===== src/design/a51_pkg.sv =====
`default_nettype none
// ----------------------------------------------------------------------------
// a51_pkg
// Shared constants, types and LFSR step functions for the A5/1 keystream
// generator.
// ----------------------------------------------------------------------------
package a51_pkg;

    localparam int A_W          = 19;
    localparam int B_W          = 22;
    localparam int C_W          = 23;
    localparam int KEY_W        = 64;
    localparam int FRAME_W      = 22;
    localparam int KEY_STEPS    = 64;
    localparam int FRAME_STEPS  = 22;
    localparam int LOAD_STEPS   = KEY_STEPS + FRAME_STEPS;
    localparam int CLK_BIT_A    = 8;
    localparam int CLK_BIT_B    = 10;
    localparam int CLK_BIT_C    = 10;
    localparam int CFG_IDX_W    = 8;
    localparam int WARMUP_CLOCKS_DEF = 100;

    localparam logic [FRAME_W-1:0] FRAME_RESET = FRAME_W'(308);

    localparam logic [CFG_IDX_W-1:0] REG_KEY_BITS   = CFG_IDX_W'(0);
    localparam logic [CFG_IDX_W-1:0] REG_FRAME_BITS = CFG_IDX_W'(1);

    // controller -> datapath
    typedef struct packed {
        logic clear;      // zero the registers, start the load count
        logic load_step;  // plain clock with key/frame bit folded in
        logic warm_step;  // majority clock, no output
        logic emit;       // output bit then majority clock
    } a51_cmd_t;

    // datapath -> controller
    typedef struct packed {
        logic keyed;
        logic load_done;  // this load step is the last one
        logic warm_done;  // this warm-up step is the last one
        logic out_free;   // output register can take a bit this cycle
    } a51_status_t;

    function automatic logic [A_W-1:0] step_a(input logic [A_W-1:0] x);
        step_a = {x[A_W-2:0], x[18] ^ x[17] ^ x[16] ^ x[13]};
    endfunction

    function automatic logic [B_W-1:0] step_b(input logic [B_W-1:0] x);
        step_b = {x[B_W-2:0], x[21] ^ x[20]};
    endfunction

    function automatic logic [C_W-1:0] step_c(input logic [C_W-1:0] x);
        step_c = {x[C_W-2:0], x[22] ^ x[21] ^ x[20] ^ x[7]};
    endfunction

endpackage
`default_nettype wire


===== src/design/a51_ctrl.sv =====
`default_nettype none
// ----------------------------------------------------------------------------
// a51_ctrl
// Sequencer: input handshake, key/frame load and warm-up phases.
// ----------------------------------------------------------------------------
module a51_ctrl
    import a51_pkg::*;
#(
    parameter int WARMUP_CLOCKS = WARMUP_CLOCKS_DEF
)
(
    input  wire logic        clk,
    input  wire logic        rst_n,
    input  wire logic        s_tvalid,
    output logic             s_tready,
    input  wire logic        restart,
    input  wire a51_status_t status,
    output a51_cmd_t         cmd
);

    typedef enum logic [3:0] {
        ST_IDLE = 4'b0001,
        ST_LOAD = 4'b0010,
        ST_WARM = 4'b0100,
        ST_EMIT = 4'b1000
    } state_t;

    localparam bit SKIP_WARM = (WARMUP_CLOCKS == 0);

    state_t state_reg;
    state_t state_next;

    assign s_tready = (state_reg == ST_IDLE) && status.out_free;

    always_comb
    begin
        state_next = state_reg;
        cmd        = '0;
        case (state_reg)
            ST_IDLE:
            begin
                if (s_tvalid && s_tready)
                begin
                    if (restart || !status.keyed)
                    begin
                        cmd.clear  = 1'b1;
                        state_next = ST_LOAD;
                    end
                    else
                    begin
                        cmd.emit = 1'b1;
                    end
                end
            end
            ST_LOAD:
            begin
                cmd.load_step = 1'b1;
                if (status.load_done)
                begin
                    state_next = SKIP_WARM ? ST_EMIT : ST_WARM;
                end
            end
            ST_WARM:
            begin
                cmd.warm_step = 1'b1;
                if (status.warm_done)
                begin
                    state_next = ST_EMIT;
                end
            end
            ST_EMIT:
            begin
                // wait for room if the previous bit is still held
                if (status.out_free)
                begin
                    cmd.emit   = 1'b1;
                    state_next = ST_IDLE;
                end
            end
            default:
            begin
                state_next = ST_IDLE;
            end
        endcase
    end

    always_ff @(posedge clk or negedge rst_n)
    begin
        if (!rst_n)
        begin
            state_reg <= ST_IDLE;
        end
        else
        begin
            state_reg <= state_next;
        end
    end

endmodule
`default_nettype wire


===== src/design/a51_datapath.sv =====
`default_nettype none
// ----------------------------------------------------------------------------
// a51_datapath
// Three LFSRs, step counter, configuration registers and output register.
// ----------------------------------------------------------------------------
module a51_datapath
    import a51_pkg::*;
#(
    parameter int WARMUP_CLOCKS = WARMUP_CLOCKS_DEF
)
(
    input  wire logic                 clk,
    input  wire logic                 rst_n,
    input  wire logic                 cfg_valid,
    input  wire logic [CFG_IDX_W-1:0] cfg_index,
    input  wire logic [KEY_W-1:0]     cfg_data,
    input  wire a51_cmd_t             cmd,
    output a51_status_t               status,
    output logic                      m_tvalid,
    input  wire logic                 m_tready,
    output logic                      keystream_bit
);

    localparam int CNT_MAX = (WARMUP_CLOCKS > LOAD_STEPS) ? WARMUP_CLOCKS : LOAD_STEPS;
    localparam int CNT_W   = $clog2(CNT_MAX + 1);

    logic [KEY_W-1:0]   key_reg;
    logic [FRAME_W-1:0] frame_reg;
    logic [A_W-1:0]     a_reg, a_next;
    logic [B_W-1:0]     b_reg, b_next;
    logic [C_W-1:0]     c_reg, c_next;
    logic [CNT_W-1:0]   cnt_reg, cnt_next;
    logic               keyed_reg, keyed_next;
    logic               valid_reg, valid_next;
    logic               bit_reg, bit_next;

    logic [6:0]         load_idx;
    logic [4:0]         frame_idx;
    logic               load_bit;
    logic               maj;
    logic               ca, cb, cc;

    assign load_idx  = cnt_reg[6:0];
    assign frame_idx = 5'(load_idx - 7'(KEY_STEPS));
    assign load_bit  = (load_idx < 7'(KEY_STEPS)) ? key_reg[load_idx[5:0]]
                                                  : frame_reg[frame_idx];

    assign ca  = a_reg[CLK_BIT_A];
    assign cb  = b_reg[CLK_BIT_B];
    assign cc  = c_reg[CLK_BIT_C];
    assign maj = (ca & cb) | (ca & cc) | (cb & cc);

    assign status.keyed     = keyed_reg;
    assign status.load_done = (cnt_reg == CNT_W'(LOAD_STEPS - 1));
    assign status.warm_done = (WARMUP_CLOCKS != 0) && (cnt_reg == CNT_W'(WARMUP_CLOCKS - 1));
    assign status.out_free  = !valid_reg || m_tready;

    assign m_tvalid      = valid_reg;
    assign keystream_bit = bit_reg;

    always_comb
    begin
        a_next     = a_reg;
        b_next     = b_reg;
        c_next     = c_reg;
        cnt_next   = cnt_reg;
        keyed_next = keyed_reg;
        valid_next = valid_reg && !m_tready;
        bit_next   = bit_reg;

        if (cmd.clear)
        begin
            a_next   = '0;
            b_next   = '0;
            c_next   = '0;
            cnt_next = '0;
        end
        else if (cmd.load_step)
        begin
            a_next   = step_a(a_reg) ^ A_W'(load_bit);
            b_next   = step_b(b_reg) ^ B_W'(load_bit);
            c_next   = step_c(c_reg) ^ C_W'(load_bit);
            // counter restarts for the warm-up phase
            cnt_next = status.load_done ? '0 : cnt_reg + 1'b1;
        end
        else if (cmd.warm_step || cmd.emit)
        begin
            if (ca == maj) a_next = step_a(a_reg);
            if (cb == maj) b_next = step_b(b_reg);
            if (cc == maj) c_next = step_c(c_reg);
            if (cmd.warm_step)
            begin
                cnt_next = cnt_reg + 1'b1;
            end
            else
            begin
                bit_next   = a_reg[A_W-1] ^ b_reg[B_W-1] ^ c_reg[C_W-1];
                valid_next = 1'b1;
                keyed_next = 1'b1;
            end
        end
    end

    always_ff @(posedge clk or negedge rst_n)
    begin
        if (!rst_n)
        begin
            key_reg   <= '0;
            frame_reg <= FRAME_RESET;
            a_reg     <= '0;
            b_reg     <= '0;
            c_reg     <= '0;
            cnt_reg   <= '0;
            keyed_reg <= 1'b0;
            valid_reg <= 1'b0;
        end
        else
        begin
            if (cfg_valid && (cfg_index == REG_KEY_BITS))
            begin
                key_reg <= cfg_data;
            end
            if (cfg_valid && (cfg_index == REG_FRAME_BITS))
            begin
                frame_reg <= cfg_data[FRAME_W-1:0];
            end
            a_reg     <= a_next;
            b_reg     <= b_next;
            c_reg     <= c_next;
            cnt_reg   <= cnt_next;
            keyed_reg <= keyed_next;
            valid_reg <= valid_next;
        end
    end

    always_ff @(posedge clk)
    begin
        bit_reg <= bit_next;
    end

endmodule
`default_nettype wire


===== src/design/a5_1_keystream_generator.sv =====
`default_nettype none
// ----------------------------------------------------------------------------
// a5_1_keystream_generator
// A5/1 keystream generator with stream input/output and a register port.
// ----------------------------------------------------------------------------
// Each input transfer returns one keystream bit. A plain item is emitted
// straight from idle, so bits flow at one per cycle while the output side
// keeps up; the input is held off while a bit waits in the output register
// and is not taken in that cycle, and while an item loads, warms up or waits
// to emit. An item with restart set, or the first item after reset, first
// clears the three LFSRs, loads 64 key and 22 frame bits one per cycle, then
// runs WARMUP_CLOCKS majority clocks one per cycle before its bit is emitted.
// Key and frame registers are read at load time only; cfg_ready is always
// high.
module a5_1_keystream_generator
    import a51_pkg::*;
#(
    parameter int WARMUP_CLOCKS = WARMUP_CLOCKS_DEF
)
(
    input  wire logic                 clk,
    input  wire logic                 rst_n,
    input  wire logic                 s_tvalid,
    output logic                      s_tready,
    input  wire logic [7:0]           s_tdata,   // [0] restart, [7:1] zero
    output logic                      m_tvalid,
    input  wire logic                 m_tready,
    output logic [7:0]                m_tdata,   // [0] keystream_bit, [7:1] zero
    input  wire logic                 cfg_valid,
    output logic                      cfg_ready,
    input  wire logic [CFG_IDX_W-1:0] cfg_index,
    input  wire logic [KEY_W-1:0]     cfg_data
);

    a51_cmd_t    cmd;
    a51_status_t status;
    logic        keystream_bit;

    assign cfg_ready = 1'b1;
    assign m_tdata   = {7'b0, keystream_bit};

    a51_ctrl #(
        .WARMUP_CLOCKS (WARMUP_CLOCKS)
    ) u_ctrl (
        .clk      (clk),
        .rst_n    (rst_n),
        .s_tvalid (s_tvalid),
        .s_tready (s_tready),
        .restart  (s_tdata[0]),
        .status   (status),
        .cmd      (cmd)
    );

    a51_datapath #(
        .WARMUP_CLOCKS (WARMUP_CLOCKS)
    ) u_datapath (
        .clk           (clk),
        .rst_n         (rst_n),
        .cfg_valid     (cfg_valid),
        .cfg_index     (cfg_index),
        .cfg_data      (cfg_data),
        .cmd           (cmd),
        .status        (status),
        .m_tvalid      (m_tvalid),
        .m_tready      (m_tready),
        .keystream_bit (keystream_bit)
    );

    // a new bit never overwrites one still waiting
    a_emit_room: assert property (@(posedge clk) disable iff (!rst_n)
        cmd.emit |-> (!m_tvalid || m_tready))
        else $error("emit while output register is held");

    a_cmd_onehot: assert property (@(posedge clk) disable iff (!rst_n)
        $onehot0({cmd.clear, cmd.load_step, cmd.warm_step, cmd.emit}))
        else $error("more than one datapath command");

    a_valid_source: assert property (@(posedge clk) disable iff (!rst_n)
        $rose(m_tvalid) |-> $past(cmd.emit))
        else $error("output valid without emit");

    // no input transfer while loading or warming up
    a_busy_stall: assert property (@(posedge clk) disable iff (!rst_n)
        (cmd.load_step || cmd.warm_step) |-> !s_tready)
        else $error("input ready during load or warm-up");

endmodule
`default_nettype wire

===== config.mk =====
export PLATFORM = sky130hd
export DESIGN_NAME = a5_1_keystream_generator
export DESIGN_NICKNAME = d
export VERILOG_FILES = /design/src/design/a51_pkg.sv /design/src/design/a51_ctrl.sv /design/src/design/a51_datapath.sv /design/src/design/a5_1_keystream_generator.sv
export SDC_FILE = /design/constraint.sdc
export NUM_CORES = 1
export LEC_CHECK = 0
export ABC_AREA = 1
export BUFFER_PORTS_ARGS = -buffer_cell sky130_fd_sc_hd__buf_2
export CORE_ASPECT_RATIO = 1.2
export CORE_MARGIN = 5
export CORE_UTILIZATION = 47
export CTS_CLUSTER_DIAMETER = 100
export DETAILED_ROUTE_END_ITERATION = 8
export HOLD_SLACK_MARGIN = 0.12
export PLACE_DENSITY_LB_ADDON = 0.3
export SLEW_MARGIN = 20
export SYNTH_ARGS = -nofsm -noshare
export SYNTH_HDL_FRONTEND = slang
export SYNTH_SLANG_ARGS = --single-unit

===== constraint.sdc =====
create_clock -name clk -period 6.3 [get_ports clk]
set_clock_uncertainty 0.15 [all_clocks]
set_input_delay 0.315 -clock clk [delete_from_list [all_inputs] [get_ports clk]]
set_output_delay 0.315 -clock clk [all_outputs]
set_load 0.05 [all_outputs]

# Word level (Yosys, flattened, before mapping)
# Index checks and enable logic that the tools add are counted.
classes:
  addsub: 2
  magnitude_cmp: 3
  n_eq_ne: 15
  n_mux: 41
  bitwise_logic: 20
  reduce_logical: 23
op_table:
  columns: ["op", "n"]
  rows:
  - ["23-bit two-way mux", 4]
  - ["22-bit two-way mux", 4]
  - ["19-bit two-way mux", 4]
  - ["7-bit two-way mux", 5]
  - ["23-bit by 1-bit bitwise XOR with 23-bit output", 1]
  - ["22-bit by 1-bit bitwise XOR with 22-bit output", 1]
  - ["4-bit two-way mux", 5]
  - ["19-bit by 1-bit bitwise XOR with 19-bit output", 1]
  - ["4-bit case mux with 4 select lines", 1]
  - ["1-bit two-way mux", 15]
  - ["3-bit nonzero test", 5]
  - ["7-bit equality test, second input constant", 2]
  - ["1-bit bitwise XOR", 9]
  - ["8-bit by 1-bit equality test with 1-bit output, second input constant", 1]
  - ["8-bit logical NOT", 1]
  - ["2-bit AND reduction", 4]
  - ["7-bit by 1-bit adder with 7-bit output, second input constant", 1]
  - ["6-bit by 7-bit < comparator with 1-bit output, second input constant", 1]
  - ["7-bit < comparator, second input constant", 1]
  - ["1-bit binary-select mux with 6-bit select", 1]
  - ["5-bit by 6-bit < comparator with 1-bit output, second input constant", 1]
  - ["2-bit != test, second input constant", 3]
  - ["1-bit binary-select mux with 5-bit select", 1]
  - ["1-bit logical AND", 5]
  - ["other kinds (15)", 27]
totals:
  ff_bits: 164
  inputBits: 85
  output_inout_bits: 11
  word_cells: 114

# Depth between registers and ports, before layout
depth:
  ltp_word: 10
  ltp_mapped: 18
  mapped_depth_nobuf: 18

# Cells and area by module
# A second synthesis with hierarchy kept.
hier_totals:
  hier_cells: 936
  hier_area_um2: 7646.1
modules_own_cells:
  columns: ["module", "n_inst", "cells_each", "area_each_um2", "seq_area_each_um2"]
  rows:
  - ["a51_datapath", 1, 880, 7263.2, 4013.8]
  - ["a51_ctrl", 1, 45, 307.8, 101.3]
  - ["a5_1_keystream_generator", 1, 11, 75.1, 0.0]

# Worst setup path before layout
# OpenSTA, ideal clock, no wires.
synth_timing:
  path_type: "reg-to-reg"
  start: "register u_datapath.valid_reg (netlist: u_datapath.m_tvalid)"
  end: "register u_datapath.a_reg[14]"
  setup_time_ns: 0.127
  arrival_ns: 2.057
  path_slack_ns: 3.965
  stages_incl_launch_ff: 14
  path_buffers: 1
  synth_period_minus_slack_ns: 2.335
  path_cell_list: "dfrtp_1 > inv_1 > nor2_1 > nor2_4 > nand2_4 > nor2_8 > inv_4 > nand2_4 > inv_4 > nand2_8 > nand2_4 > inv_2 > buf_4 > o22ai_2"
synth_via:
  elab_chain_len: 9
  word_cells_on_any_way: 14
  cone_classes: "6 x mux; 8 x reduce/logical"
synth_lines:
  columns: ["element", "line", "text"]
  rows:
  - ["start, declared", "a51_datapath.sv:34", "logic valid_reg, valid_next;"]
  - ["start signal, assigned", "a51_datapath.sv:132", "valid_reg <= valid_next;"]
  - ["1-bit logical NOT *", "a51_datapath.sv:56", "assign status.out_free = !valid_reg || m_tready;"]
  - ["1-bit logical OR *", "a51_datapath.sv:56", null]
  - ["1-bit logical AND *", "a51_ctrl.sv:33", "assign s_tready = (state_reg == ST_IDLE) && status.out_free;"]
  - ["named net s_tready", "a5_1_keystream_generator.sv:24", "output logic s_tready,"]
  - ["1-bit logical AND *", "a51_ctrl.sv:42", "if (s_tvalid && s_tready)"]
  - ["1-bit two-way mux", "a51_ctrl.sv:42", null]
  - ["1-bit case mux with 2 select lines", "a51_ctrl.sv:39", "case (state_reg)"]
  - ["1-bit logical OR", "a51_datapath.sv:86", "else if (cmd.warm_step || cmd.emit)"]
  - ["3-bit nonzero test (no source line)", null, null]
  - ["2-bit AND reduction (no source line)", null, null]
  - ["end signal, assigned", "a51_datapath.sv:127", "a_reg <= a_next;"]
  - ["end, declared", "a51_datapath.sv:29", "logic [A_W-1:0] a_reg, a_next;"]
# Mark *: on every way through the listed nets, which the timed path passes. The rest lies on a longest branch.
# A chain may end at the register's enable or synchronous reset.

# Final worst setup path
layout_timing:
  start: "register u_datapath.cnt_reg[1]"
  end: "register u_datapath.a_reg[0]"
layout_via:
  elab_chain_len: 7
  word_cells_on_any_way: 10
  cone_classes: "1 x add/sub; 1 x order compare; 7 x mux; 1 x bitwise"
layout_lines:
  columns: ["element", "line", "text"]
  rows:
  - ["start, declared", "a51_datapath.sv:32", "logic [CNT_W-1:0] cnt_reg, cnt_next;"]
  - ["start signal, assigned", "a51_datapath.sv:130", "cnt_reg <= cnt_next;"]
  - ["5-bit by 1-bit subtractor with 5-bit output", "a51_datapath.sv:44", "assign frame_idx = 5'(load_idx - 7'(KEY_STEPS));"]
  - ["1-bit binary-select mux with 5-bit select", "a51_datapath.sv:46", ": frame_reg[frame_idx];"]
  - ["1-bit two-way mux (not written as such)", "a51_datapath.sv:46", null]
  - ["1-bit two-way mux *", "a51_datapath.sv:45", "assign load_bit = (load_idx < 7'(KEY_STEPS)) ? key_reg[load_idx[5:0]]"]
  - ["19-bit by 1-bit bitwise XOR with 19-bit output *", "a51_datapath.sv:80", "a_next = step_a(a_reg) ^ A_W'(load_bit);"]
  - ["19-bit two-way mux *", "a51_datapath.sv:78", "else if (cmd.load_step)"]
  - ["19-bit two-way mux *", "a51_datapath.sv:71", "if (cmd.clear)"]
# Mark *: on every way between the ends. The rest lies on a longest branch, timed or not. The select of a mux whose other input is x is not followed.

==> metrics.cfg <==
[outcome]
outcome = finished, final reports clean

[global_routing]
antenna_found_initial = 0
track_usage_pct = 17.9
grt_pass1_wl_um = 28700
grt_start_max_net_pins = 88
grt_overflow = 0
grt_pass1_vias = 6044

[synthesis]
synth_edf_count = 1
synthTopCellsByArea = dfrtp_1 (50%), nand2_1 (8.5%), inv_1 (7.1%)
ys_ff_latch = 164
synth_adder_area_share_pct = 0.316
syn_avg_cell_area_um2 = 9.22
synthMuxAreaShare_pct = 5.96
ys.flop_type = dfrtp_1
yosysUniqueCellTypes = 44
async_flop_share_pct = 99.4
yosys-top-cells-count = nand2_1 (179), dfrtp_1 (158), inv_1 (150), o21ai_0 (66)
yosys_warnings = 0
synth-simple-area-share_pct = 15.8
synth_top_family_by_area = simple AND/OR/NAND/NOR gates
synth_top_cell_area_share_pct = 49.9
synth_most_common_cell = nand2_1
synth_xor_area_share_pct = 0.994
syn_inst = 860
synth_compound_area_share_pct = 13.9
syn_area_um2 = 7930
seq_area_frac_synth_pct = 51.9
synth_area_leader_cell = dfrtp_1

[timing]
slew_headroom_pct = 34.8
drv_slew = 0
fmax_mhz = 342
fin_tns_setup_ns = 0
fin_crit_ns = 2.92
worst_pin_slew_ns = 0.977
layout_worst_path_cycle_share_pct = 46.4
rsz0062_at_grt = false
finalSetupViolCount = 0
report.final.hold_viol_count = 0

[hold_path]
worstHoldPathType = in -> reg

[drt]
detail_route.first_pass.iterations = 4
drt_iter0_markers = 315
num_vias = 5942
routed_wl_um = 16800
drc_errors = 0
post_drt_wl_per_cell_um = 13.8
viasPerCell = 4.88
antenna_left = 0

[cells_and_area]
syn_to_final_growth_pct = 21.2
fill_cells = 1426
fin_cells = 1217
ff_latch_area_um2 = 4120
drive_above_1_share_pct = 22.2
multi_input_area_um2 = 2960
largest_reg_flops = 64
final_nets = 1076
postLayoutCellArea_um2 = 9610
diodes = 0

[clock_tree]
cts_root_buf = clkbuf_16
numCtsBuffers = 17
post_cts_buffers = 0
clock_sinks = 164
clock_latency_ns = 0.43
clkTransAtPathRegs_ns = 0.06
clock_path_buffers = 2
htree_levels = 4
cts_tree = yes

[setup_path]
cp.arrival_ns = 3.09
required_ns = 6.46
cp_common_cell = nand2_1
crit_chain = inv_2 -> nand3_1 -> nand2_1 -> nand2_1 -> nand2_1 -> nor2_1 -> nor2_1 -> nor2_1 -> nand2_1 -> nand2_1 -> nand2_1 -> nand2_1 -> nand2_1 -> nand3_1 -> nand2_1
worstPathMaxFanout = 25
r2r_slack_ns = 3.38
max_stage_delay_ns = 0.95
cpMaxStageDelayCell = dfrtp_1
start_kind = flop
worstSetupPathType = reg -> reg
critPathCaptureType = flop

[placement]
dp_hpwl_um = 10400
gp_congestion = 0.785
place_inst = 1121
dpl-instance-area_um2 = 8390
portBuffers = 80

[floorplanning]
die-area_um2 = 19600
start_util_pct = 47.4
core-area_um2 = 16700
ioPinCount = 96
die_x_um = 129
die_h_um = 152
rows = 52

[pwr]
power_uw = 3480
power_per_cell_area_nw_per_um2 = 362
p_leak_uw = 0.00469
max-vdd-ir-drop_mv = 0.271

[job]
drv_cap = 0

cells by family after synthesis:
family,count (synthesis)
and+or+nand+nor,282
AOI/OAI and AO/OA,154
muxes,42
xor gates and xnor gates,9
buffers and inverters,205
adders and majority gates,2
other,2
DFF,164
final timing paths:
check / from / endpoint / depth (start not counted)
min in group asynchronous: rst_n / u_datapath.a_reg[11] / 2
max reg2reg: u_datapath.cnt_reg[1] / u_datapath.a_reg[0] / 15
max: u_datapath.cnt_reg[1] / u_datapath.a_reg[0] / 15
min: m_tready / u_datapath.m_tvalid / 4
max in group asynchronous: rst_n / u_datapath.key_reg[58] / 3
min reg2reg: u_datapath.keyed_reg / u_datapath.keyed_reg / 2
worst max-delay path: cells and delay by family (launching register included):
family,cells,cell delay [ns]
AND/OR/NAND/NOR,14,1.24
buffers and inverters,1,0.45
flip-flops,1,0.95
final cells by class:
class | instances | share of cell area, %
clock inverter | 7 | 0.768
multi-input combinational | 497 | 30.8
clock buffer | 24 | 5.12
inverter | 159 | 6.26
sequential | 164 | 42.8
tap | 216 | 2.81
timing repair buffer | 150 | 11.4
repair_timing:
| item | in CTS | in global routing |
|---|---|---|
| hold endpoints to repair | 171 | 0 |
| resized for setup | 0 | 0 |
| hold buffers | 65 | 0 |
where the power goes:
part / internal, uW / total [uW] / switching, uW
Sequential: 1250 / 1330 / 88.8
Clock: 584 / 1000 / 415
Combinational: 412 / 1140 / 729
metal layers:
layer	global-route usage, %	up-vias	share of wire (%)
met3	3.82	27	4.4
met2	30.1	118	50
met4	6.25	0	1.8
met1	22.9	2820	43
met5	0	-	0
li1	-	2977	-
through the flow:
step | setup WS (ns) | utilization, % | hold slack, ns
2_1_floorplan | 3.97 | - | -0.131
3_3_place_gp | 3.37 | 50.2 | 0.286
3_5_place_dp | 3.34 | 50.2 | 0.287
4_1_cts | 3.33 | 57.5 | 0.136
5_1_grt | 3.08 | 57.5 | 0.156
6_report | 3.38 | 57.5 | 0.154
cell usage in the layout, fill, tap and decap left out, types with 3 or more instances in the layout:
cell,count
nor2_4,4
nand3_1,32
o22ai_1,28
xor2_1,6
buf_4,5
nor2_1,42
inv_1,150
mux2_2,42
clkbuf_8,4
o22ai_2,37
inv_2,6
nor3_1,8
buf_2,79
clkbuf_1,3
xnor2_1,3
clkbuf_16,17
a21oi_1,14
dfrtp_1,158
clkinv_4,3
nand2_1,178
o21ai_0,66
dlygate4sd3_1,65
o21ai_1,3
dfstp_2,5
nand2_4,4
conb_1,8
No activity file was read; power rests on OpenSTA's default activity.
